<file path="config.mk">
export PLATFORM = sky130hd
export DESIGN_NAME = code128_symbol_encoder_flat
export DESIGN_NICKNAME = d
export VERILOG_FILES = /design/src/sv/c128_pkg.sv /design/src/sv/c128_ifs.sv /design/src/sv/c128_front.sv /design/src/sv/c128_queue.sv /design/src/sv/c128_back.sv /design/src/sv/code128_symbol_encoder.sv /design/src/flat_wrapper.sv
export SDC_FILE = /design/constraint.sdc
export NUM_CORES = 1
export LEC_CHECK = 0
export BUFFER_PORTS_ARGS = -buffer_cell sky130_fd_sc_hd__clkbuf_2
export CORE_MARGIN = 2
export CORE_UTILIZATION = 37
export DETAILED_ROUTE_END_ITERATION = 10
export GPL_ROUTABILITY_DRIVEN = 0
export PLACE_DENSITY_LB_ADDON = 0.1
export RECOVER_POWER = 50
export SLEW_MARGIN = 25
export SYNTH_ARGS = -nofsm -noshare
export SYNTH_HDL_FRONTEND = slang
export SYNTH_SLANG_ARGS = --single-unit
</file>
<file path="constraint.sdc">
create_clock -name clk -period 6.85 [get_ports clk]
set_clock_uncertainty 0.2 [all_clocks]
set_input_delay 0.685 -clock clk [delete_from_list [all_inputs] [get_ports clk]]
set_output_delay 0.685 -clock clk [all_outputs]
set_load 0.1 [all_outputs]
</file>
<file path="src/sv/c128_pkg.sv">
// Shared types, constants and symbol pattern table of the Code 128 symbol encoder.
package c128_pkg;

  // Configuration register indexes.
  localparam logic [1:0] REG_CODE_SET     = 2'd0;
  localparam logic [1:0] REG_ADD_CHECKSUM = 2'd1;
  localparam logic [1:0] REG_EMIT_START   = 2'd2;
  localparam logic [1:0] REG_ESCAPE_CHAR  = 2'd3;

  // Character set codes.
  localparam logic [1:0] SET_A = 2'd0;
  localparam logic [1:0] SET_B = 2'd1;
  localparam logic [1:0] SET_C = 2'd2;

  // Special symbol values.
  localparam logic [6:0] SYM_FNC3    = 7'd96;
  localparam logic [6:0] SYM_FNC2    = 7'd97;
  localparam logic [6:0] SYM_FNC1    = 7'd102;
  localparam logic [6:0] SYM_FNC4_A  = 7'd101;
  localparam logic [6:0] SYM_FNC4_B  = 7'd100;
  localparam logic [6:0] SYM_DEL_B   = 7'd95;
  localparam logic [6:0] SYM_START_A = 7'd103;
  localparam logic [6:0] SYM_STOP    = 7'd106;
  localparam logic [6:0] SYM_TERM    = 7'd107;
  localparam logic [6:0] SYM_LAST    = 7'd105;

  // Characters that matter to the classifier.
  localparam logic [7:0] CH_SPACE   = 8'h20;
  localparam logic [7:0] CH_TOP_A   = 8'h5F;
  localparam logic [7:0] CH_TOP_B   = 8'h7E;
  localparam logic [7:0] CH_AT      = 8'h40;
  localparam logic [7:0] CH_0       = 8'h30;
  localparam logic [7:0] CH_1       = 8'h31;
  localparam logic [7:0] CH_2       = 8'h32;
  localparam logic [7:0] CH_3       = 8'h33;
  localparam logic [7:0] CH_4       = 8'h34;
  localparam logic [7:0] CH_5       = 8'h35;
  localparam logic [7:0] CH_9       = 8'h39;

  // Width counts and fixed width words.
  localparam logic [2:0]  CNT_SYM     = 3'd6;
  localparam logic [2:0]  CNT_STOP    = 3'd7;
  localparam logic [2:0]  CNT_TERM    = 3'd1;
  localparam logic [27:0] STOP_DIGITS = 28'h2331112;
  localparam logic [20:0] TERM_WIDTHS = 21'd2;

  // Check symbol modulus and twice its value.
  localparam logic [7:0] MOD_1X = 8'd103;
  localparam logic [7:0] MOD_2X = 8'd206;

  // Bar and space widths of symbols 0..105, one hex digit per module width,
  // first width in the top digit.
  localparam logic [23:0] SYM_DIGITS [0:105] = '{
    24'h212222, 24'h222122, 24'h222221, 24'h121223, 24'h121322, 24'h131222,
    24'h122213, 24'h122312, 24'h132212, 24'h221213, 24'h221312, 24'h231212,
    24'h112232, 24'h122132, 24'h122231, 24'h113222, 24'h123122, 24'h123221,
    24'h223211, 24'h221132, 24'h221231, 24'h213212, 24'h223112, 24'h312131,
    24'h311222, 24'h321122, 24'h321221, 24'h312212, 24'h322112, 24'h322211,
    24'h212123, 24'h212321, 24'h232121, 24'h111323, 24'h131123, 24'h131321,
    24'h112313, 24'h132113, 24'h132311, 24'h211313, 24'h231113, 24'h231311,
    24'h112133, 24'h112331, 24'h132131, 24'h113123, 24'h113321, 24'h133121,
    24'h313121, 24'h211331, 24'h231131, 24'h213113, 24'h213311, 24'h213131,
    24'h311123, 24'h311321, 24'h331121, 24'h312113, 24'h312311, 24'h332111,
    24'h314111, 24'h221411, 24'h431111, 24'h111224, 24'h111422, 24'h121124,
    24'h121421, 24'h141122, 24'h141221, 24'h112214, 24'h112412, 24'h122114,
    24'h122411, 24'h142112, 24'h142211, 24'h241211, 24'h221114, 24'h413111,
    24'h241112, 24'h134111, 24'h111242, 24'h121142, 24'h121241, 24'h114212,
    24'h124112, 24'h124211, 24'h411212, 24'h421112, 24'h421211, 24'h212141,
    24'h214121, 24'h412121, 24'h111143, 24'h111341, 24'h131141, 24'h114113,
    24'h114311, 24'h411113, 24'h411311, 24'h113141, 24'h114131, 24'h311141,
    24'h411131, 24'h211412, 24'h211214, 24'h211232
  };

  // One item of work handed from the classifier to the symbol sequencer.
  typedef struct packed {
    logic       clr;
    logic       start;
    logic [6:0] start_val;
    logic       have;
    logic [6:0] val;
    logic       last;
    logic       check;
    logic       err;
  } entry_t;

  typedef struct packed {
    logic   valid;
    entry_t entry;
  } push_t;

  // Operations still owed for the item in the sequencer.
  typedef struct packed {
    logic clr;
    logic err;
    logic start;
    logic data;
    logic check;
    logic stop;
    logic term;
  } work_t;

  typedef enum logic [2:0] {
    OP_NONE,
    OP_CLEAR,
    OP_ERROR,
    OP_START,
    OP_DATA,
    OP_CHECK,
    OP_STOP,
    OP_TERM
  } op_t;

  // Packs seven hex digits, first in the top digit, into 3-bit widths with
  // the first width in the low bits.
  function automatic logic [20:0] digits_to_widths(logic [27:0] digs);
    logic [20:0] w;
    w = '0;
    for (int i = 0; i < 7; i++) begin
      w[3*i +: 3] = digs[4*(6-i) +: 3];
    end
    return w;
  endfunction

  function automatic logic [20:0] sym_widths(logic [6:0] v);
    logic [20:0] w;
    w = '0;
    if (v <= SYM_LAST) begin
      w = digits_to_widths({SYM_DIGITS[v], 4'h0});
    end
    return w;
  endfunction

endpackage

</file>
<file path="src/sv/c128_ifs.sv">
// Handshake channels of the Code 128 symbol encoder: characters, symbols, configuration.
interface c128_char_if;
  logic       valid;
  logic       ready;
  logic [7:0] data_char;
  logic       first_char;
  logic       last_char;
  logic       odd_length;

  modport source (output valid, data_char, first_char, last_char, odd_length, input ready);
  modport sink (input valid, data_char, first_char, last_char, odd_length, output ready);
endinterface

interface c128_sym_if;
  logic        valid;
  logic        ready;
  logic [6:0]  symbol_value;
  logic [20:0] bar_widths;
  logic [2:0]  width_count;
  logic        error_flag;
  logic        end_of_symbol;

  modport source (output valid, symbol_value, bar_widths, width_count, error_flag,
                  end_of_symbol, input ready);
  modport sink (input valid, symbol_value, bar_widths, width_count, error_flag,
                end_of_symbol, output ready);
endinterface

interface c128_cfg_if;
  logic       valid;
  logic       ready;
  logic [1:0] addr;
  logic [6:0] wdata;

  modport source (output valid, addr, wdata, input ready);
  modport sink (input valid, addr, wdata, output ready);
endinterface

</file>
<file path="src/sv/c128_front.sv">
// Character classifier: configuration registers, escape and digit state, work items.
module c128_front (
  input  logic                clk,
  input  logic                rst,
  c128_char_if.sink           chars,
  c128_cfg_if.sink            cfg,
  input  logic                q_full,
  output c128_pkg::push_t     push
);

  logic [1:0] code_set;
  logic       add_checksum;
  logic       emit_start;
  logic [6:0] escape_char;

  logic [3:0] held_digit;
  logic       digit_held;
  logic       escape_pending;
  logic       string_failed;

  logic       accept;
  logic [7:0] c;
  logic       first;
  logic       last;
  logic [3:0] eff_held;
  logic       eff_dh;
  logic       eff_esc;
  logic       failed;
  logic [7:0] hi;
  logic       bad;
  logic       have;
  logic [6:0] val;
  logic       esc_next;
  logic       dh_next;
  logic [3:0] held_next;

  assign cfg.ready   = 1'b1;
  assign chars.ready = !q_full;
  assign accept      = chars.valid && chars.ready;

  always_ff @(posedge clk) begin
    if (rst) begin
      code_set     <= c128_pkg::SET_C;
      add_checksum <= 1'b1;
      emit_start   <= 1'b1;
      escape_char  <= 7'd92;
    end else if (cfg.valid) begin
      unique case (cfg.addr)
        c128_pkg::REG_CODE_SET:     code_set     <= cfg.wdata[1:0];
        c128_pkg::REG_ADD_CHECKSUM: add_checksum <= cfg.wdata[0];
        c128_pkg::REG_EMIT_START:   emit_start   <= cfg.wdata[0];
        c128_pkg::REG_ESCAPE_CHAR:  escape_char  <= cfg.wdata;
      endcase
    end
  end

  assign c        = chars.data_char;
  assign first    = chars.first_char;
  assign last     = chars.last_char;
  assign eff_held = first ? 4'd0 : held_digit;
  assign eff_dh   = !first && digit_held;
  assign eff_esc  = !first && escape_pending;
  assign failed   = !first && string_failed;
  assign hi       = (code_set == c128_pkg::SET_A) ? c128_pkg::CH_TOP_A : c128_pkg::CH_TOP_B;

  always_comb begin
    bad       = 1'b0;
    have      = 1'b0;
    val       = '0;
    esc_next  = eff_esc;
    dh_next   = eff_dh;
    held_next = eff_held;
    unique case (code_set)
      c128_pkg::SET_A, c128_pkg::SET_B: begin
        if (c < c128_pkg::CH_SPACE || c > hi) begin
          bad = 1'b1;
        end else if (eff_esc) begin
          esc_next = 1'b0;
          have     = 1'b1;
          priority if (c == c128_pkg::CH_0) begin
            val = escape_char - 7'h20;
          end else if (c == c128_pkg::CH_1) begin
            val = c128_pkg::SYM_FNC1;
          end else if (c == c128_pkg::CH_2) begin
            val = c128_pkg::SYM_FNC2;
          end else if (c == c128_pkg::CH_3) begin
            val = c128_pkg::SYM_FNC3;
          end else if (c == c128_pkg::CH_4) begin
            val = (code_set == c128_pkg::SET_A) ? c128_pkg::SYM_FNC4_A : c128_pkg::SYM_FNC4_B;
          end else if (c == c128_pkg::CH_5 && code_set == c128_pkg::SET_B) begin
            val = c128_pkg::SYM_DEL_B;
          end else if (code_set == c128_pkg::SET_A && c >= c128_pkg::CH_AT) begin
            // Control characters of set A: the follower's own code.
            val = c[6:0];
          end else begin
            have = 1'b0;
            bad  = 1'b1;
          end
        end else if (c == {1'b0, escape_char}) begin
          esc_next = 1'b1;
        end else begin
          val  = c[6:0] - 7'h20;
          have = 1'b1;
        end
      end
      c128_pkg::SET_C: begin
        if (c < c128_pkg::CH_0 || c > c128_pkg::CH_9) begin
          bad = 1'b1;
        end else if (first && chars.odd_length) begin
          val  = {3'b000, c[3:0]};
          have = 1'b1;
        end else if (eff_dh) begin
          val       = {eff_held, 3'b000} + {2'b00, eff_held, 1'b0} + {3'b000, c[3:0]};
          have      = 1'b1;
          dh_next   = 1'b0;
          held_next = 4'd0;
        end else begin
          held_next = c[3:0];
          dh_next   = 1'b1;
        end
      end
      default: bad = 1'b1;
    endcase
    // A string may not end inside an escape pair or a digit pair.
    if (!bad && last && (esc_next || dh_next)) begin
      bad = 1'b1;
    end
  end

  always_comb begin
    push.valid           = accept && !failed && (bad || first || have || last);
    push.entry.err       = bad;
    push.entry.clr       = !bad && first;
    push.entry.start     = !bad && first && emit_start;
    push.entry.start_val = c128_pkg::SYM_START_A + {5'b00000, code_set};
    push.entry.have      = !bad && have;
    push.entry.val       = val;
    push.entry.last      = !bad && last;
    push.entry.check     = add_checksum;
  end

  always_ff @(posedge clk) begin
    if (rst) begin
      held_digit     <= 4'd0;
      digit_held     <= 1'b0;
      escape_pending <= 1'b0;
      string_failed  <= 1'b0;
    end else if (accept) begin
      if (failed) begin
        if (last) begin
          string_failed <= 1'b0;
        end
      end else if (bad || last) begin
        held_digit     <= 4'd0;
        digit_held     <= 1'b0;
        escape_pending <= 1'b0;
        string_failed  <= bad && !last;
      end else begin
        held_digit     <= held_next;
        digit_held     <= dh_next;
        escape_pending <= esc_next;
        string_failed  <= 1'b0;
      end
    end
  end

endmodule

</file>
<file path="src/sv/c128_queue.sv">
// Work item queue between the classifier and the symbol sequencer.
module c128_queue #(
  parameter int DEPTH = 4
) (
  input  logic             clk,
  input  logic             rst,
  input  c128_pkg::push_t  push,
  input  logic             pop,
  output c128_pkg::entry_t head,
  output logic             full,
  output logic             empty
);

  localparam int PW = $clog2(DEPTH);
  localparam int CW = $clog2(DEPTH + 1);

  c128_pkg::entry_t mem [DEPTH];
  logic [PW-1:0]    wr_ptr;
  logic [PW-1:0]    rd_ptr;
  logic [CW-1:0]    count;

  assign full  = (count == CW'(DEPTH));
  assign empty = (count == '0);
  assign head  = mem[rd_ptr];

  always_ff @(posedge clk) begin
    if (push.valid) begin
      mem[wr_ptr] <= push.entry;
    end
  end

  always_ff @(posedge clk) begin
    if (rst) begin
      wr_ptr <= '0;
      rd_ptr <= '0;
      count  <= '0;
    end else begin
      if (push.valid) begin
        wr_ptr <= (wr_ptr == PW'(DEPTH - 1)) ? '0 : wr_ptr + 1'b1;
      end
      if (pop) begin
        rd_ptr <= (rd_ptr == PW'(DEPTH - 1)) ? '0 : rd_ptr + 1'b1;
      end
      if (push.valid && !pop) begin
        count <= count + 1'b1;
      end else if (pop && !push.valid) begin
        count <= count - 1'b1;
      end
    end
  end

endmodule

</file>
<file path="src/sv/c128_back.sv">
// Symbol sequencer: emits start, data, check, stop, terminator and error symbols and keeps the check sum.
module c128_back (
  input  logic             clk,
  input  logic             rst,
  input  c128_pkg::entry_t head,
  input  logic             q_empty,
  output logic             pop,
  c128_sym_if.source       symbols
);

  c128_pkg::work_t pend;
  c128_pkg::work_t left;
  c128_pkg::op_t   op;
  logic [6:0]      cur_start_val;
  logic [6:0]      cur_val;

  logic        ov;
  logic        out_free;
  logic        need_out;
  logic        need_idle;
  logic        fire;
  logic        pipe_idle;
  logic        wpush;
  logic        wclear;
  logic [6:0]  sv;
  logic [6:0]  o_sym;
  logic [20:0] o_widths;
  logic [2:0]  o_cnt;
  logic        o_err;
  logic        o_eos;

  // Check sum pipeline: product, three folds of 128 = 25 (mod 103), accumulate.
  logic [6:0]  weight_index;
  logic [6:0]  wm;
  logic [6:0]  check_sum;
  logic        pv0;
  logic        pv1;
  logic        pv2;
  logic [13:0] prod;
  logic [11:0] fold1;
  logic [9:0]  fold2;
  logic [7:0]  fold3;
  logic [7:0]  fold3_q;
  logic [7:0]  resid;
  logic [7:0]  acc;

  always_comb begin
    priority if (pend.clr) begin
      op = c128_pkg::OP_CLEAR;
    end else if (pend.err) begin
      op = c128_pkg::OP_ERROR;
    end else if (pend.start) begin
      op = c128_pkg::OP_START;
    end else if (pend.data) begin
      op = c128_pkg::OP_DATA;
    end else if (pend.check) begin
      op = c128_pkg::OP_CHECK;
    end else if (pend.stop) begin
      op = c128_pkg::OP_STOP;
    end else if (pend.term) begin
      op = c128_pkg::OP_TERM;
    end else begin
      op = c128_pkg::OP_NONE;
    end
  end

  always_comb begin
    left      = pend;
    need_out  = 1'b1;
    need_idle = 1'b0;
    sv        = check_sum;
    o_sym     = '0;
    o_widths  = '0;
    o_cnt     = '0;
    o_err     = 1'b0;
    o_eos     = 1'b0;
    unique case (op)
      c128_pkg::OP_NONE: begin
        need_out = 1'b0;
      end
      c128_pkg::OP_CLEAR: begin
        left.clr  = 1'b0;
        need_out  = 1'b0;
        need_idle = 1'b1;
      end
      c128_pkg::OP_ERROR: begin
        left.err  = 1'b0;
        need_idle = 1'b1;
        o_err     = 1'b1;
        o_eos     = 1'b1;
      end
      c128_pkg::OP_START: begin
        left.start = 1'b0;
        sv         = cur_start_val;
        o_sym      = sv;
        o_widths   = c128_pkg::sym_widths(sv);
        o_cnt      = c128_pkg::CNT_SYM;
      end
      c128_pkg::OP_DATA: begin
        left.data = 1'b0;
        sv        = cur_val;
        o_sym     = sv;
        o_widths  = c128_pkg::sym_widths(sv);
        o_cnt     = c128_pkg::CNT_SYM;
      end
      c128_pkg::OP_CHECK: begin
        left.check = 1'b0;
        need_idle  = 1'b1;
        o_sym      = sv;
        o_widths   = c128_pkg::sym_widths(sv);
        o_cnt      = c128_pkg::CNT_SYM;
      end
      c128_pkg::OP_STOP: begin
        left.stop = 1'b0;
        o_sym     = c128_pkg::SYM_STOP;
        o_widths  = c128_pkg::digits_to_widths(c128_pkg::STOP_DIGITS);
        o_cnt     = c128_pkg::CNT_STOP;
      end
      c128_pkg::OP_TERM: begin
        left.term = 1'b0;
        need_idle = 1'b1;
        o_sym     = c128_pkg::SYM_TERM;
        o_widths  = c128_pkg::TERM_WIDTHS;
        o_cnt     = c128_pkg::CNT_TERM;
        o_eos     = 1'b1;
      end
    endcase
  end

  assign out_free  = !ov || symbols.ready;
  assign pipe_idle = !pv0 && !pv1 && !pv2;
  assign fire      = (op != c128_pkg::OP_NONE) && (!need_out || out_free)
                     && (!need_idle || pipe_idle);
  assign pop       = !q_empty && ((op == c128_pkg::OP_NONE) || (fire && (left == '0)));
  assign wpush     = fire && (op == c128_pkg::OP_START || op == c128_pkg::OP_DATA);
  assign wclear    = fire && (op == c128_pkg::OP_CLEAR || op == c128_pkg::OP_TERM
                              || op == c128_pkg::OP_ERROR);

  always_ff @(posedge clk) begin
    if (rst) begin
      pend <= '0;
    end else if (pop) begin
      pend.clr   <= head.clr;
      pend.err   <= head.err;
      pend.start <= head.start;
      pend.data  <= head.have;
      pend.check <= head.last && head.check;
      pend.stop  <= head.last;
      pend.term  <= head.last;
    end else if (fire) begin
      pend <= left;
    end
  end

  always_ff @(posedge clk) begin
    if (pop) begin
      cur_start_val <= head.start_val;
      cur_val       <= head.val;
    end
  end

  // Output register: a new symbol is loaded only while the register is empty or being taken.
  always_ff @(posedge clk) begin
    if (rst) begin
      ov <= 1'b0;
    end else if (fire && need_out) begin
      ov <= 1'b1;
    end else if (symbols.ready) begin
      ov <= 1'b0;
    end
  end

  always_ff @(posedge clk) begin
    if (fire && need_out) begin
      symbols.symbol_value  <= o_sym;
      symbols.bar_widths    <= o_widths;
      symbols.width_count   <= o_cnt;
      symbols.error_flag    <= o_err;
      symbols.end_of_symbol <= o_eos;
    end
  end

  assign symbols.valid = ov;

  // Weight of the symbol going out, reduced modulo 103.
  always_comb begin
    if (weight_index == 7'd0) begin
      wm = 7'd1;
    end else if (weight_index == c128_pkg::MOD_1X[6:0]) begin
      wm = 7'd0;
    end else begin
      wm = weight_index;
    end
  end

  assign fold2 = 10'({fold1[11:7], 4'b0000}) + 10'({fold1[11:7], 3'b000})
                 + 10'(fold1[11:7]) + 10'(fold1[6:0]);
  assign fold3 = 8'({fold2[9:7], 4'b0000}) + 8'({fold2[9:7], 3'b000})
                 + 8'(fold2[9:7]) + 8'(fold2[6:0]);

  always_comb begin
    if (fold3_q >= c128_pkg::MOD_2X) begin
      resid = fold3_q - c128_pkg::MOD_2X;
    end else if (fold3_q >= c128_pkg::MOD_1X) begin
      resid = fold3_q - c128_pkg::MOD_1X;
    end else begin
      resid = fold3_q;
    end
    acc = {1'b0, check_sum} + resid;
  end

  always_ff @(posedge clk) begin
    prod    <= 14'(sv) * 14'(wm);
    fold1   <= 12'({prod[13:7], 4'b0000}) + 12'({prod[13:7], 3'b000})
               + 12'(prod[13:7]) + 12'(prod[6:0]);
    fold3_q <= fold3;
  end

  always_ff @(posedge clk) begin
    if (rst) begin
      pv0          <= 1'b0;
      pv1          <= 1'b0;
      pv2          <= 1'b0;
      weight_index <= 7'd0;
      check_sum    <= 7'd0;
    end else begin
      pv0 <= wpush;
      pv1 <= pv0;
      pv2 <= pv1;
      if (wclear) begin
        weight_index <= 7'd0;
        check_sum    <= 7'd0;
      end else begin
        if (wpush) begin
          weight_index <= (weight_index == 7'd0 || weight_index >= c128_pkg::MOD_1X[6:0])
                          ? 7'd1 : weight_index + 7'd1;
        end
        if (pv2) begin
          check_sum <= (acc >= c128_pkg::MOD_1X) ? 7'(acc - c128_pkg::MOD_1X) : acc[6:0];
        end
      end
    end
  end

endmodule

</file>
<file path="src/sv/code128_symbol_encoder.sv">
// Top level of the Code 128 symbol encoder: classifier, work queue and symbol sequencer.
//
//   Port      Direction  Carries
//   chars     in         data_char, first_char, last_char, odd_length
//   symbols   out        symbol_value, bar_widths, width_count, error_flag, end_of_symbol
//   cfg       in         addr (register index), wdata
//
// A character is taken whenever the work queue has room.
// The sequencer sends one symbol per cycle while the output is not stalled and no
// step waits for the check sum pipeline; a first character may also clear the string
// and send a start symbol, a last character may add the check, stop and terminator
// symbols. The check, terminator, error and string clear steps first wait for the
// three stage check sum pipeline to drain. A stalled symbol output holds the
// sequencer while the queue keeps taking characters until it fills.
module code128_symbol_encoder #(
  parameter int QUEUE_DEPTH = 4
) (
  input  logic        clk,
  input  logic        rst,
  c128_char_if.sink   chars,
  c128_sym_if.source  symbols,
  c128_cfg_if.sink    cfg
);

  c128_pkg::push_t  push;
  c128_pkg::entry_t head;
  logic             q_full;
  logic             q_empty;
  logic             pop;

  c128_front u_front (
    .clk    (clk),
    .rst    (rst),
    .chars  (chars),
    .cfg    (cfg),
    .q_full (q_full),
    .push   (push)
  );

  c128_queue #(
    .DEPTH (QUEUE_DEPTH)
  ) u_queue (
    .clk   (clk),
    .rst   (rst),
    .push  (push),
    .pop   (pop),
    .head  (head),
    .full  (q_full),
    .empty (q_empty)
  );

  c128_back u_back (
    .clk     (clk),
    .rst     (rst),
    .head    (head),
    .q_empty (q_empty),
    .pop     (pop),
    .symbols (symbols)
  );

  a_error_shape: assert property (@(posedge clk) disable iff (rst)
    symbols.valid && symbols.error_flag |->
      symbols.end_of_symbol && symbols.width_count == 3'd0 && symbols.symbol_value == 7'd0)
    else $error("error item carries symbol data");

  a_end_marks: assert property (@(posedge clk) disable iff (rst)
    symbols.valid && symbols.end_of_symbol |->
      symbols.error_flag || symbols.symbol_value == c128_pkg::SYM_TERM)
    else $error("end of symbol on an item that is neither terminator nor error");

  a_stop_then_term: assert property (@(posedge clk) disable iff (rst)
    symbols.valid && symbols.ready && symbols.symbol_value == c128_pkg::SYM_STOP |=>
      !symbols.valid || symbols.symbol_value == c128_pkg::SYM_TERM)
    else $error("stop symbol not followed by the terminator");

  a_queue_flow: assert property (@(posedge clk) disable iff (rst)
    !(push.valid && q_full) && !(pop && q_empty))
    else $error("work queue overflow or underflow");

endmodule

</file>
<file path="src/flat_wrapper.sv">
// flat-port wrapper written by rule: the top's interface ports become plain ports
module code128_symbol_encoder_flat 
#(
  parameter int QUEUE_DEPTH = 4
)
  (clk, rst, chars_valid, chars_data_char, chars_first_char, chars_last_char, chars_odd_length, chars_ready, symbols_valid, symbols_symbol_value, symbols_bar_widths, symbols_width_count, symbols_error_flag, symbols_end_of_symbol, symbols_ready, cfg_valid, cfg_addr, cfg_wdata, cfg_ready);
  c128_char_if chars_i ();
  c128_sym_if symbols_i ();
  c128_cfg_if cfg_i ();
  input  logic clk;
  input  logic rst;
  input wire logic [$bits(chars_i.valid)-1:0] chars_valid;
  input wire logic [$bits(chars_i.data_char)-1:0] chars_data_char;
  input wire logic [$bits(chars_i.first_char)-1:0] chars_first_char;
  input wire logic [$bits(chars_i.last_char)-1:0] chars_last_char;
  input wire logic [$bits(chars_i.odd_length)-1:0] chars_odd_length;
  output wire logic [$bits(chars_i.ready)-1:0] chars_ready;
  output wire logic [$bits(symbols_i.valid)-1:0] symbols_valid;
  output wire logic [$bits(symbols_i.symbol_value)-1:0] symbols_symbol_value;
  output wire logic [$bits(symbols_i.bar_widths)-1:0] symbols_bar_widths;
  output wire logic [$bits(symbols_i.width_count)-1:0] symbols_width_count;
  output wire logic [$bits(symbols_i.error_flag)-1:0] symbols_error_flag;
  output wire logic [$bits(symbols_i.end_of_symbol)-1:0] symbols_end_of_symbol;
  input wire logic [$bits(symbols_i.ready)-1:0] symbols_ready;
  input wire logic [$bits(cfg_i.valid)-1:0] cfg_valid;
  input wire logic [$bits(cfg_i.addr)-1:0] cfg_addr;
  input wire logic [$bits(cfg_i.wdata)-1:0] cfg_wdata;
  output wire logic [$bits(cfg_i.ready)-1:0] cfg_ready;
  assign chars_i.valid = chars_valid;
  assign chars_i.data_char = chars_data_char;
  assign chars_i.first_char = chars_first_char;
  assign chars_i.last_char = chars_last_char;
  assign chars_i.odd_length = chars_odd_length;
  assign chars_ready = chars_i.ready;
  assign symbols_valid = symbols_i.valid;
  assign symbols_symbol_value = symbols_i.symbol_value;
  assign symbols_bar_widths = symbols_i.bar_widths;
  assign symbols_width_count = symbols_i.width_count;
  assign symbols_error_flag = symbols_i.error_flag;
  assign symbols_end_of_symbol = symbols_i.end_of_symbol;
  assign symbols_i.ready = symbols_ready;
  assign cfg_i.valid = cfg_valid;
  assign cfg_i.addr = cfg_addr;
  assign cfg_i.wdata = cfg_wdata;
  assign cfg_ready = cfg_i.ready;
  code128_symbol_encoder #(.QUEUE_DEPTH(QUEUE_DEPTH)) u_core (.clk(clk), .rst(rst), .chars(chars_i), .symbols(symbols_i), .cfg(cfg_i));
endmodule
</file>
# Word level (Yosys, flattened, before mapping)
# Memories as Yosys holds them, arrays and structs flattened. A register that Yosys moved wholly into a read port is not among the register bits.
# Cells that the tools add are included.
totals:
  elab_cells: 294
  romBits: 9216
  reg_bits: 131
  output_inout_bits: 36
  ramBits: 80
  memories: 4
  latch_bits: 0
classes:
  bitwise: 4
  shift: 0
  mux: 110
  mul: 1
  n_div: 0
  n_eq_ne: 24
  order_cmp: 15
  n_addsub: 23
  reduce_logical: 79
memory_table:
  columns: ["memory", "depth", "word_bits", "read_ports", "rd_ports_with_merged_regs", "write_ports", "line_no", "rtl"]
  rows:
  - ["(name not given)", 128, 24, 1, 0, 0, "c128_pkg.sv:128", "w = digits_to_widths({SYM_DIGITS[v], 4'h0});"]
  - ["(name not given)", 128, 24, 1, 0, 0, "c128_pkg.sv:128", null]
  - ["(name not given)", 128, 24, 1, 0, 0, "c128_pkg.sv:128", null]
  - ["u_core.u_queue.mem", 4, 20, 1, 1, 1, "c128_queue.sv:17", "c128_pkg::entry_t mem [DEPTH];"]
ops:
  columns: ["op", "count"]
  rows:
  - ["$mux W23", 6]
  - ["$mux W7", 19]
  - ["$pmux W20 S5", 1]
  - ["$mux W18", 3]
  - ["$mux W1", 53]
  - ["$eq A8 B6 Y1 const B", 6]
  - ["$pmux W7 S5", 1]
  - ["$ge A8 B8 Y1 const B", 4]
  - ["$logic_and A1 B1 Y1", 28]
  - ["$pmux W7 S2", 2]
  - ["$mux W3", 9]
  - ["$add A12 B7 Y12", 2]
  - ["$ge A8 B7 Y1 const B", 3]
  - ["$mux W4", 6]
  - ["$not A7 Y8", 3]
  - ["$le A7 B7 Y1 const B", 3]
  - ["$lt A8 B6 Y1 const B", 2]
  - ["$mux W8", 2]
  - ["$eq A3 B3 Y1 const B", 5]
  - ["$logic_or A1 B1 Y1", 15]
  - ["$logic_not A1 Y1", 14]
  - ["$logic_not A7 Y1", 2]
  - ["$mul A7 B7 Y14", 1]
  - ["$sub A7 B6 Y7 const B", 2]
  - ["41 further kinds", 64]

# Depth between registers and ports, before layout
depth:
  depth_word: 24
  mapped_depth: 22

# By module
# From an unflattened synthesis, not the netlist that was laid out.
unflattened:
  hier_cells: 2166
  hier_area_um2: 19113.3
by_module_without_submodules:
  columns: ["module", "area_each_um2", "instances", "cells_each"]
  rows:
  - ["c128_back", 13817.0, 1, 1755]
  - ["c128_queue", 3325.7, 1, 148]
  - ["c128_front", 1970.6, 1, 263]

# Worst setup path after synthesis
# No wires, ideal clock.
synth_path:
  path_kind: "flip-flop to flip-flop"
  from: "reg u_core.u_back.cur_val[3]"
  to: "reg u_core.u_back.prod[13]"
  setup_time_ns: 0.120
  period_less_slack_ns: 5.558
  path_slack_ns: 1.292
  arrival_time_ns: 5.238
  stages_incl_launch_ff: 21
  path_cell_list: "edfxtp_1 -> clkbuf_1 -> buf_2 -> buf_2 -> buf_2 -> a222oi_1 -> nand2b_1 -> fa_1 -> fa_1 -> inv_1 -> fa_1 -> inv_1 -> fa_1 -> inv_1 -> ha_1 -> o21a_1 -> o21a_1 -> and3_1 -> a211oi_1 -> a21oi_1 -> xnor2_1"
synth_via:
  elab_chain_cells: 2
synth_rtl:
  columns: ["element", "line_no", "rtl"]
  rows:
  - ["from (decl)", "c128_back.sv:15", "logic [6:0] cur_val;"]
  - ["from (signal assigned)", "c128_back.sv:158", "cur_val <= head.val;"]
  - ["$pmux W7 S2", "c128_back.sv:77", "unique case (op)"]
  - ["$mul A7 B7 Y14", "c128_back.sv:213", "prod <= 14'(sv) * 14'(wm);"]
  - ["to (signal assigned)", "c128_back.sv:213", null]
  - ["to (decl)", "c128_back.sv:39", "logic [13:0] prod;"]
# No other way between the ends.
# A chain may end at the register's enable or synchronous reset.

# Final worst setup path
layout_path:
  from: "reg u_core.u_back.pend[4] (netlist bit)"
  to: "reg u_core.u_back.prod[13]"
layout_via:
  elab_chain_cells: 6
layout_rtl:
  columns: ["element", "line_no", "rtl"]
  rows:
  - ["from (decl)", "c128_back.sv:11", "c128_pkg::work_t pend;"]
  - ["from (signal assigned)", "c128_back.sv:151", "pend <= left;"]
  - ["$mux W3 (*)", "c128_back.sv:52", "end else if (pend.start) begin"]
  - ["$mux W3 (*)", "c128_back.sv:50", "end else if (pend.err) begin"]
  - ["$mux W3 (*)", "c128_back.sv:48", "priority if (pend.clr) begin"]
  - ["$eq A3 B3 Y1 or $eq A3 B2 Y1 (tied branches)", "c128_back.sv:77", null]
  - ["$pmux W7 S2 (*)", "c128_back.sv:77", null]
  - ["$mul A7 B7 Y14 (*)", "c128_back.sv:213", null]
# Mark *: on every way between the ends. The rest lies on a longest branch, timed or not.

==> report_table.html <==
<table>
<tr><th>Metric</th><th>Value</th></tr>
<tr><th colspan="2">Placed design</th></tr>
<tr><td>Worst-case setup slack after placement</td><td>between 500 and 600 ps</td></tr>
<tr><td>Post-placement cell area</td><td>~17000 sq um</td></tr>
<tr><td>Detailed placement HPWL</td><td>approximately 34000 um</td></tr>
<tr><td>Count of input and output buffers</td><td>57</td></tr>
<tr><td>Instance count after placement with tap cells included</td><td>2431</td></tr>
<tr><th colspan="2">Setup path</th></tr>
<tr><td>Launching point of the worst reg2reg path</td><td>u_core.u_back.pend[4]$_SDFFE_PP0P_</td></tr>
<tr><td>CP delay by family, top</td><td>adder cells</td></tr>
<tr><td>Arr. time, crit path</td><td>approximately 6400 ps</td></tr>
<tr><td>CP max stage delay</td><td>between 500 and 600 ps</td></tr>
<tr><td>Worst-path cell chain</td><td>nor2_1 -&gt; and3_1 -&gt; a22oi_1 -&gt; a21boi_1 -&gt; or2_2 -&gt; fa_1 -&gt; fa_1 -&gt; inv_1 -&gt; fa_1 -&gt; inv_1 -&gt; fa_1 -&gt; inv_1 -&gt; ha_1 -&gt; o21a_1 -&gt; o21a_1 -&gt; and3_1 -&gt; a211oi_1 -&gt; a21oi_1 -&gt; xnor2_1</td></tr>
<tr><td>Worst-path cell with the longest stage delay</td><td>sky130_fd_sc_hd__and3_1</td></tr>
<tr><td>Setup crit start kind</td><td>flip-flop</td></tr>
<tr><td>Cell seen most often among critical-path stages</td><td>sky130_fd_sc_hd__fa_1</td></tr>
<tr><td>Critical Setup Path Class</td><td>reg2reg</td></tr>
<tr><td>Worst setup path start</td><td>u_core.u_back.pend[4]$_SDFFE_PP0P_</td></tr>
<tr><td>Critical Path Fanout Max</td><td>14</td></tr>
<tr><td>Worst path buffer plus inverter count</td><td>3</td></tr>
<tr><td>Required time of the critical path</td><td>between 6000 and 7000 ps</td></tr>
<tr><td>CP endpoint kind</td><td>flip-flop</td></tr>
<tr><th colspan="2">Cells and area</th></tr>
<tr><td>Ant. Diodes</td><td>0</td></tr>
<tr><td>Design Area, Final</td><td>around 17000 sq um</td></tr>
<tr><td>Net total in the final layout</td><td>2061</td></tr>
<tr><td>Growth of design area from synthesis to finish</td><td>6.794%</td></tr>
<tr><td>Post-route non-filler standard cell count</td><td>approximately 2500</td></tr>
<tr><td>Final cell utilization of the core</td><td>just under 40%</td></tr>
<tr><td>Fraction of layout instances using a drive strength above 1</td><td>around 6.6%</td></tr>
<tr><td># fillers</td><td>4555</td></tr>
<tr><th colspan="2">STA</th></tr>
<tr><td>Max-Slew Margin vs Limit</td><td>-14.66%</td></tr>
<tr><td>Max Clock Freq</td><td>~160 MHz</td></tr>
<tr><td>Final worst path period share</td><td>between 90% and 100%</td></tr>
<tr><td>RSZ-0062 raised after global routing</td><td>no</td></tr>
<tr><td>Minimum setup slack in the final design</td><td>630.1 ps</td></tr>
<tr><td>Setup Viol. Count Final</td><td>0</td></tr>
<tr><td>Shortest clock period the worst path allows after layout</td><td>around 6200 ps</td></tr>
<tr><td>Fin. Hold Viols</td><td>0</td></tr>
<tr><td>Setup TNS</td><td>0 ps</td></tr>
<tr><td>Slew at the pin closest to its max-slew limit</td><td>~1700 ps</td></tr>
<tr><td>Number of pins with negative max-slew slack in the final report</td><td>between 90 and 100</td></tr>
<tr><th colspan="2">Drt</th></tr>
<tr><td>Sum of routed wire length over all layers</td><td>47580 um</td></tr>
<tr><td>Pre-antenna DRT Iters</td><td>5</td></tr>
<tr><td>Iter 0 DRT Violations</td><td>approximately 1200</td></tr>
<tr><td>Antenna-violating nets left</td><td>0</td></tr>
<tr><td>Average routed wire per standard cell</td><td>19.31 um</td></tr>
<tr><td>Vias after detailed routing</td><td>14100</td></tr>
<tr><td>Remaining design rule violation count</td><td>0</td></tr>
<tr><td>Ratio of routed vias to standard cells</td><td>between 5 and 6</td></tr>
<tr><th colspan="2">Global route</th></tr>
<tr><td>Number of global-route vias before repair</td><td>approximately 14000</td></tr>
<tr><td>Maximum number of pins on one net before global-route repair</td><td>between 90 and 100</td></tr>
<tr><td>Global-route wire length before repair</td><td>around 76000 um</td></tr>
<tr><td>Global-route usage over all layers</td><td>20.57%</td></tr>
<tr><td>Grt ovf</td><td>0</td></tr>
<tr><td>Initial antenna violation count</td><td>0</td></tr>
<tr><th colspan="2">Logic synthesis</th></tr>
<tr><td>Total number of yosys warnings</td><td>0</td></tr>
<tr><td>Number of synthesized register bits</td><td>approximately 200</td></tr>
<tr><td>Portion of synthesized cell area occupied by the leading cell type</td><td>between 15 and 20%</td></tr>
<tr><td>Dominant cells by area after synthesis</td><td>sky130_fd_sc_hd__edfxtp_1 (20%), sky130_fd_sc_hd__dfxtp_1 (11%), sky130_fd_sc_hd__ha_1 (10%)</td></tr>
<tr><td>Syn Inst Count</td><td>about 1900</td></tr>
<tr><td>Synth unique cells</td><td>84</td></tr>
<tr><td>Synthesized area per cell</td><td>8.612 sq um</td></tr>
<tr><td>Main synth FF type</td><td>sky130_fd_sc_hd__edfxtp_1</td></tr>
<tr><td>Cell area after technology mapping</td><td>16370 sq um</td></tr>
<tr><td>Fraction of the yosys area taken by sequential cells</td><td>30.51%</td></tr>
<tr><td>Area leader, netlist</td><td>sky130_fd_sc_hd__edfxtp_1</td></tr>
<tr><td>Number of flops mapped to enable cells by yosys</td><td>109</td></tr>
<tr><td>Async set-or-reset flop fraction in the synthesized netlist</td><td>0%</td></tr>
<tr><th colspan="2">Status</th></tr>
<tr><td>Violations in the final reports</td><td>capacitance limit, slew limit</td></tr>
<tr><td>Outcome</td><td>complete, but fails checks</td></tr>
<tr><th colspan="2">Clock network</th></tr>
<tr><td>Clock slew at the register clock pins of the worst setup and hold paths</td><td>roughly 80 ps</td></tr>
<tr><td>Hold-fix buffers at CTS</td><td>0</td></tr>
<tr><td>Clock latency of the later-clocked register in the worst-skew pair</td><td>around 460 ps</td></tr>
<tr><td>Max Buffers Root-to-Sink</td><td>2</td></tr>
<tr><td>Cell at the root of the clock tree</td><td>sky130_fd_sc_hd__clkbuf_16</td></tr>
<tr><td>H-Tree Level Count</td><td>4</td></tr>
<tr><td>Clock sink total</td><td>between 150 and 200</td></tr>
<tr><td>Clock tree from TritonCTS</td><td>yes</td></tr>
<tr><td>Post-CTS setup-driven buffer insertion count</td><td>0</td></tr>
<tr><td>CTS buffer count</td><td>17</td></tr>
<tr><td>Post-CTS Resized</td><td>0</td></tr>
<tr><th colspan="2">Min path</th></tr>
<tr><td>Worst min path class</td><td>in2reg</td></tr>
<tr><td>Worst hold path startpoint</td><td>cfg_wdata[4]</td></tr>
<tr><th colspan="2">Die</th></tr>
<tr><td>Die area</td><td>45940 sq um</td></tr>
<tr><td>Chip Width</td><td>214.3 um</td></tr>
<tr><td>Floorplan core area</td><td>roughly 44000 sq um</td></tr>
<tr><td>I/O pin cnt</td><td>61</td></tr>
<tr><td>Die height</td><td>between 200 and 250 um</td></tr>
<tr><td>Cell Rows</td><td>between 70 and 80</td></tr>
<tr><td>Initial cell density of the core</td><td>about 37%</td></tr>
<tr><th colspan="2">Power and ir drop</th></tr>
<tr><td>Leak Pwr</td><td>approximately 7 nW</td></tr>
<tr><td>Worst-case vdd ir drop</td><td>slightly below 0.3 mV</td></tr>
<tr><td>Power per unit of standard cell area</td><td>approximately 370 nW/um^2</td></tr>
<tr><th colspan="2">Job</th></tr>
<tr><td>Max-Cap Viols</td><td>3</td></tr>
</table>
-- cells in the mapped netlist (24+ instances only) --
cell / count
sky130_fd_sc_hd__clkbuf_1: 94
sky130_fd_sc_hd__nand3_1: 48
sky130_fd_sc_hd__o211ai_1: 31
sky130_fd_sc_hd__nor2b_1: 36
sky130_fd_sc_hd__a21oi_1: 167
sky130_fd_sc_hd__nand2_1: 177
sky130_fd_sc_hd__fa_1: 45
sky130_fd_sc_hd__nor2_1: 170
sky130_fd_sc_hd__nor3_1: 33
sky130_fd_sc_hd__ha_1: 132
sky130_fd_sc_hd__o21ai_0: 124
sky130_fd_sc_hd__inv_1: 106
sky130_fd_sc_hd__xnor2_1: 38
sky130_fd_sc_hd__buf_2: 24
sky130_fd_sc_hd__dfxtp_1: 86
sky130_fd_sc_hd__nand2b_1: 32
sky130_fd_sc_hd__edfxtp_1: 109
-- registers in the layout (all words and copies together) (netlist names), 2 cells and up, named ones only --
name	flops
u_core.u_queue.mem	68
u_core.u_back.cur_start_val	4
u_core.u_front.escape_char	7
u_core.u_back.fold3_q	8
u_core.u_front.held_digit	4
u_core.u_queue.count	3
u_core.u_back.symbols.symbol_value	7
u_core.u_back.prod	14
u_core.u_back.weight_index	7
u_core.u_queue.wr_ptr	2
u_core.u_back.cur_val	7
u_core.u_back.check_sum	7
u_core.u_front.code_set	2
u_core.u_back.pend	7
u_core.u_queue.rd_ptr	2
u_core.u_back.symbols.width_count	2
u_core.u_back.symbols.bar_widths	19
u_core.u_back.fold1	12
-- routing by layer --
metal	up-vias	wire length (um)	track usage, %	share of wire (%)
met5	-	0	0	0
met2	404	22100	33.11	46
met3	44	2547	2.752	5.4
met1	6821	22210	29.08	47
li1	6830	-	-	-
met4	0	725	5.463	1.5
-- worst min-delay path, stage by stage --
cell	delay, ps
sky130_fd_sc_hd__clkbuf_2	70
sky130_fd_sc_hd__nand2_1	40
sky130_fd_sc_hd__nand3_1	60
-- worst paths after layout --
check                                                     to  slack [ps]  cells past startpoint
setup / recovery              u_core.u_back.prod[13]$_DFF_P_         630                     19
hold / removal    u_core.u_front.escape_char[4]$_SDFFE_PP1P_         240                      3
setup reg to reg              u_core.u_back.prod[13]$_DFF_P_         630                     19
hold reg to reg    u_core.u_front.held_digit[0]$_SDFFE_PP0P_         250                      2
-- report_power, final --
group	switching [mW]	internal [mW]	leakage (nW)
clock	0.474	0.509	0.270
combinational	2.65	1.03	5.14
sequential	0.201	1.60	1.72
-- through the flow --
step,power (mW),hold WS (ps)
after floorplan,4.623,227.4
after global placement,5.484,237.3
after detailed placement,5.490,245.6
after CTS,6.491,219.7
after global routing,6.879,244.4
final,6.462,235.3
-- logic make-up (layout without fill, tap and decap cells) --
| kind of cell | Yosys count | in the layout | synth area share (%) |
|---|---|---|---|
| multiplexers | 45 | 45 | 4.540 |
| XOR/XNOR | 60 | 60 | 3.210 |
| AO/OA/AOI/OAI | 573 | 573 | 22.73 |
| adder cells (fa/ha/maj) | 177 | 177 | 15.59 |
| other | 2 | 3 | 0.04587 |
| AND/OR/NAND/NOR | 602 | 602 | 17.41 |
| flip-flops | 195 | 195 | 30.51 |
| buffers and inverters | 247 | 217 | 5.962 |
-- cell type report --
| type | count | area [sq um] | share of cell area [%] |
|---|---|---|---|
| clock inverter | 13 | 125.1 | 0.7157 |
| clock buffer | 19 | 432.9 | 2.476 |
| tap | 592 | 740.7 | 4.237 |
| sequential | 195 | 4999 | 28.59 |
| inverter | 109 | 409.1 | 2.340 |
| timing repair buffer | 76 | 375.4 | 2.147 |
| multi-input combinational | 1460 | 10400 | 59.49 |
-- cell usage in the layout (no fill, tap or decap), drive strengths merged, types with 11 or more instances in the layout --
cell,Yosys,layout
and3,20,20
a31oi,18,18
nor3,34,34
o31ai,21,21
a21oi,168,168
or2,13,13
xnor2,38,38
xor2,22,22
nand2b,32,32
a211oi,22,22
nor2b,36,36
o311ai,14,14
nand3,48,48
buf,44,16
mux2i,18,18
ha,132,132
o22ai,14,14
and2,22,22
a21o,22,22
inv,106,112
dfxtp,86,86
nor2,170,170
edfxtp,109,109
o21bai,11,11
o211ai,31,31
fa,45,45
mux4,23,23
a22oi,13,13
a221oi,12,12
nand4,15,15
nand2,177,177
o21ai,127,127
clkbuf,94,79
No activity file was read; power rests on OpenSTA's default activity.
